File: src/rtl/lkc_ram.sv
`timescale 1ns / 1ps

// Simple dual-port RAM with a registered read port.
module lkc_ram #(
    parameter int WIDTH = 8,
    parameter int DEPTH = 64
) (
    input  logic                     clk,
    input  logic                     we,
    input  logic [$clog2(DEPTH)-1:0] waddr,
    input  logic [WIDTH-1:0]         wdata,
    input  logic                     re,
    input  logic [$clog2(DEPTH)-1:0] raddr,
    output logic [WIDTH-1:0]         rdata
);

    logic [WIDTH-1:0] mem [DEPTH];
    logic [WIDTH-1:0] rdata_reg;

    always_ff @(posedge clk)
    begin
        if (we)
        begin
            mem[waddr] <= wdata;
        end
        if (re)
        begin
            rdata_reg <= mem[raddr];
        end
    end

    assign rdata = rdata_reg;

endmodule

File: config.mk
export PLATFORM = sky130hd
export DESIGN_NAME = lkc_ram
export DESIGN_NICKNAME = d
export VERILOG_FILES = /design/src/rtl/lkc_ram.sv
export SDC_FILE = /design/constraint.sdc
export NUM_CORES = 1
export LEC_CHECK = 0
export ABC_AREA = 1
export BUFFER_PORTS_ARGS = -buffer_cell sky130_fd_sc_hd__buf_2
export CAP_MARGIN = 20
export CORE_MARGIN = 4
export CORE_UTILIZATION = 40
export CTS_BUF_LIST = sky130_fd_sc_hd__clkbuf_8
export CTS_CLUSTER_SIZE = 12
export DETAILED_ROUTE_END_ITERATION = 8
export GPL_ROUTABILITY_DRIVEN = 1
export PLACE_DENSITY = 0.56
export SYNTH_ARGS = -nofsm -noshare
export SYNTH_HDL_FRONTEND = slang
export SYNTH_SLANG_ARGS = --single-unit
File: constraint.sdc
create_clock -name clk -period 3.1 [get_ports clk]
set_input_delay 0.31 -clock clk [delete_from_list [all_inputs] [get_ports clk]]
set_output_delay 0.31 -clock clk [all_outputs]
set_load 0.05 [all_outputs]
# Yosys cells after proc, flatten, opt, wreduce, memory -nomap -nowiden
# Memory sizes are Yosys's and may differ from the RTL's. A register that Yosys moved wholly into a read port is not among the register bits.
# Index checks and enable logic that the tools add are counted.
[word_totals]
memories = 1
mem_bits_rw = 512
ff_bits = 0
word_cells = 3
inputBits = 23
[classes]
muxes = 2
[memory_table]
columns = ["memory", "depth", "width", "read_ports", "rd_ports_with_merged_regs", "write_ports", "line", "source"]
rows = [
  ["mem", 64, 8, 1, 1, 1, "17", "logic [WIDTH-1:0] mem [DEPTH];"],
]
[ops]
columns = ["operator", "count"]
rows = [
  ["1-bit 2-to-1 mux", 2],
]

# Depth between registers and ports, before layout
[logic_depth]
word_depth = 2
depth_mapped = 12

# Least setup slack after synthesis
# No wires, ideal clock.
[synth_path]
kind = "in2reg"
from = "in we"
to = "mem mem[48][0] (enable)"
n_path_buf = 1
path_slack_ns = 1.024
arrival_ns = 1.681
stages = 3
cell_sequence = "clkbuf_1 nand4_1 nor4_1"
[synth_between]
elab_chain_cells = 2
[synth_rtl]
columns = ["element", "line", "source"]
rows = [
  ["from (decl)", "9", "input logic we,"],
  ["1-bit 2-to-1 mux", "22", "if (we)"],
  ["1-bit 2-to-1 mux (implied by the code)", "24", "mem[waddr] <= wdata;"],
  ["to (decl)", "17", ""],
]
# Every way passes these cells.

# Worst setup path in the final report
[layout_path]
from = "reg rdata_reg[0] (netlist: rdata[0]) (read register of mem)"
to = "out rdata[0]"
[layout_lines]
columns = ["element", "line", "source"]
rows = [
  ["from (decl)", "18", "logic [WIDTH-1:0] rdata_reg;"],
  ["to (decl)", "14", "output logic [WIDTH-1:0] rdata"],
]
# No word-level cell between the ends.

==> impl_results.md <==
- CTS buffer count: 87
- Worst r2r path cells: 8
- Clock buffer depth: 3
- Post-synth ARST share: 0
- I/O pins: 31
- R2R Path Start: mem[31][5]
- Post-synth EDFFs: 520
- Yosys top cell area share: 0.7290
- Clk Latency, worst-skew pair: 0.66 ns
- Gate Count Post-Synth: 1805
- Initial antenna violation count: 2
- Final setup violating endpoints: 0
- CP Class: reg2out
- Largest register FFs: 512
- Largest net degree at the start of global routing: 127
- RR Endpoint: rdata[5]
- PD cells: 595.3 mW/mm^2
- Switching power: 3.429 mW
- Element type at the critical path end: output pin
- Register area share after synthesis: 0.7290
- Pre-CTS setup slack: 0.7783 ns
- Critical Path, Cell by Cell: buf_2
- Vias per cell: 5.342
- Crit share post-route: 0.5621
- Warnings from Yosys: 0
- Reg power frac: 0.546
- Overflow after GRT: 0
- Residual DRC: 0
- Crit path max-delay cell type: edfxtp_1
- Hold Vio Cnt, Final: 0
- Htree depth: 3
- Die ar.: 0.05731 sq mm
- Post-Synth Adder-Cell Area: 0
- Area grow syn2layout: 12.37%
- Simple-gate portion of the synthesized area: 0.2309
- Max FO, Critical Path: 1
- Root Driver: clkbuf_8
- Relative max-transition margin: 0.4054
- DR pass1 iterations: 5
- CTS tree: yes
- Core Area: 0.05276 sq mm
- Main combinational cell family by area after synthesis: simple AND/OR/NAND/NOR gates
- WP data arrival: 1.43 ns
- CP startpoint kind: register
- Detailed placement HPWL: 32850 um
- Cell depth of the worst setup path: 1
- Clock Sinks: 520
- Max Cap Viol: 0
- Die Ht: 239.4 um
- Routed vias: 14210
- Mean Syn Cell Area: 11.87 sq um
- Most used standard cell by instance count after synthesis: nand2_1
- Syn Nets: 1828
- Delay-heaviest family, CP: flip-flops
- Critical Path End: rdata[0]
- Post-Route WL: 57040 um
- Slowest stage delay, CP: 0.47 ns
- Gr usage total: 0.2010
- Layout cells sized above 1: 0.1177
- Buf/Inv on CP: 1
- Area contributors post-synth: edfxtp_1 (73%), nand2_1 (11%), nand3_1 (10%), buf_6 (1.8%), nor2_1 (0.98%)
- R2R setup slack: 1.60 ns
- Final Critical Period: 1.742 ns
- Top_reg_cell synth: edfxtp_1
- Wire per inst: 21.44 um
- Status: finished clean
- Max VDD drop: 292.1 uV
- Final worst-path setup slack: 1.358 ns
- XOR/XNOR Fraction of Synth Area: 0
- Synth Register Bits: 520
- RD Place Congestion: 0.8377
- Lkg Pwr: 8.823 nW
- Critical Path RT: 2.79 ns
- RSZ-0062 raised after global routing: no
- Peak Freq: 573.9 MHz
- IO Port Bufs: 30
- Internal Power: 10.90 mW
- Worst Hold Class: in2reg
- Distinct cells, synth: 15
- Register area: 0.01562 sq mm
- Multi-input gate area: 0.004946 sq mm
- Final net count: 1933
- Mux cell area share after synthesis: 0
- Switching Fraction: 0.2393
- Setup TNS: 0 ns
- Post-cts gate resize count: 0
- Worst Tran Pin Value: 0.8919 ns
- Worst-path clk slew: 0.06 ns
- Cell area after synthesis: 0.02142 sq mm
- DRT iter0 DRCs: 1779
- Max Clock Skew: 0.02849 ns
- Fillers: 4921
- Max-slew violation count: 0
- Crit. Startpoint: rdata[0]
- First-pass GRT wire length: 86950 um
- Clock power frac: 0.387
- Die extent in x: 239.4 um
- Number of global-route vias before repair: 14010
- Logic pwr share: 0.067
- Post-synth top cells: nand2_1 (648), edfxtp_1 (520), nand3_1 (439)
- Post-route ant nets: 0
- Area leader, netlist: edfxtp_1
- Initial Util: 0.4060
- Rows: 84
- Compound-Gate Fraction of Synth Area: 0
[logic make-up (layout without fill, tap and decap cells)]
family,after synthesis,after routing
flops,520,520
simple gates,1160,1160
other cells,0,1
buf+inv,125,291
[tightest hold or removal path, stage by stage]
cell and delay, ns:
buf_2 0.22, nand3_1 0.11, nand2_1 0.06
[stage by stage]
stage	util	area (sq um)	instances	hold WS [ns]	power, mW
after floorplan	-	21420	1805	0.4089	8.540
after global placement	0.4266	22510	2508	0.7213	8.931
after detailed placement	0.4266	22510	2508	0.7171	8.937
after CTS	0.4561	24070	2659	0.1043	14.46
after global routing	0.4561	24070	2659	0.1268	14.91
final	0.4562	24070	2660	0.1584	14.33
[how the worst min path moves through the flow]
stage               startpoint  slack, ns         to  depth (start not counted)
detailed placement          re       0.72   rdata[2]                          1
floorplan             wdata[0]       0.41  mem[0][0]                          0
global placement            re       0.72   rdata[2]                          1
CTS                   raddr[5]       0.10   rdata[5]                          3
finish                raddr[5]       0.16   rdata[4]                          3
global route          raddr[5]       0.13   rdata[7]                          3
[power groups by stage]
stage | registers [mW] | logic (mW) | clock network (mW)
detailed placement | 7.97 | 0.969 | 0
CTS | 7.82 | 0.970 | 5.67
finish | 7.82 | 0.964 | 5.54
global placement | 7.97 | 0.963 | 0
floorplan | 7.99 | 0.547 | 0
global route | 7.82 | 1.06 | 6.03
[metal layers]
metal / vias up / track usage / wire length, um
li1: 6573 / - / -
met1: 6993 / 0.2878 / 25160
met2: 532 / 0.3117 / 26190
met3: 108 / 0.04444 / 4364
met4: 4 / 0.05717 / 1312
met5: - / 0 / 21
[cells in the final DEF, fill, tap and decap left out, types with 2 or more instances in the layout]
master,synthesis,final
nand2_1,648,648
edfxtp_1,520,520
nand3_1,439,439
clkbuf_8,0,92
buf_4,14,88
nor2_1,56,56
inv_1,10,37
buf_2,37,28
clkinv_1,0,21
buf_12,0,11
nand4_1,9,9
nor4_1,8,8
clkinvlp_4,0,4
clkinv_2,0,4
bufinv_16,0,2
[cell type report]
type | instances | area share
clock inverter | 59 | 0.01222
sequential | 520 | 0.6488
antenna | 1 | 0.0001040
inverter | 12 | 0.002183
clock buffer | 91 | 0.05204
multi-input combinational | 1160 | 0.2055
timing repair buffer | 129 | 0.04341
tap | 688 | 0.03577
[what timing repair did]
| action | in CTS | in global routing |
|---|---|---|
| endpoints found under the setup margin | 0 | 0 |
| hold buffers | 1 | 0 |
| buffers inserted | 0 | 0 |
| hold endpoints to repair | 2 | 0 |
(Power assumes the default switching activity.)
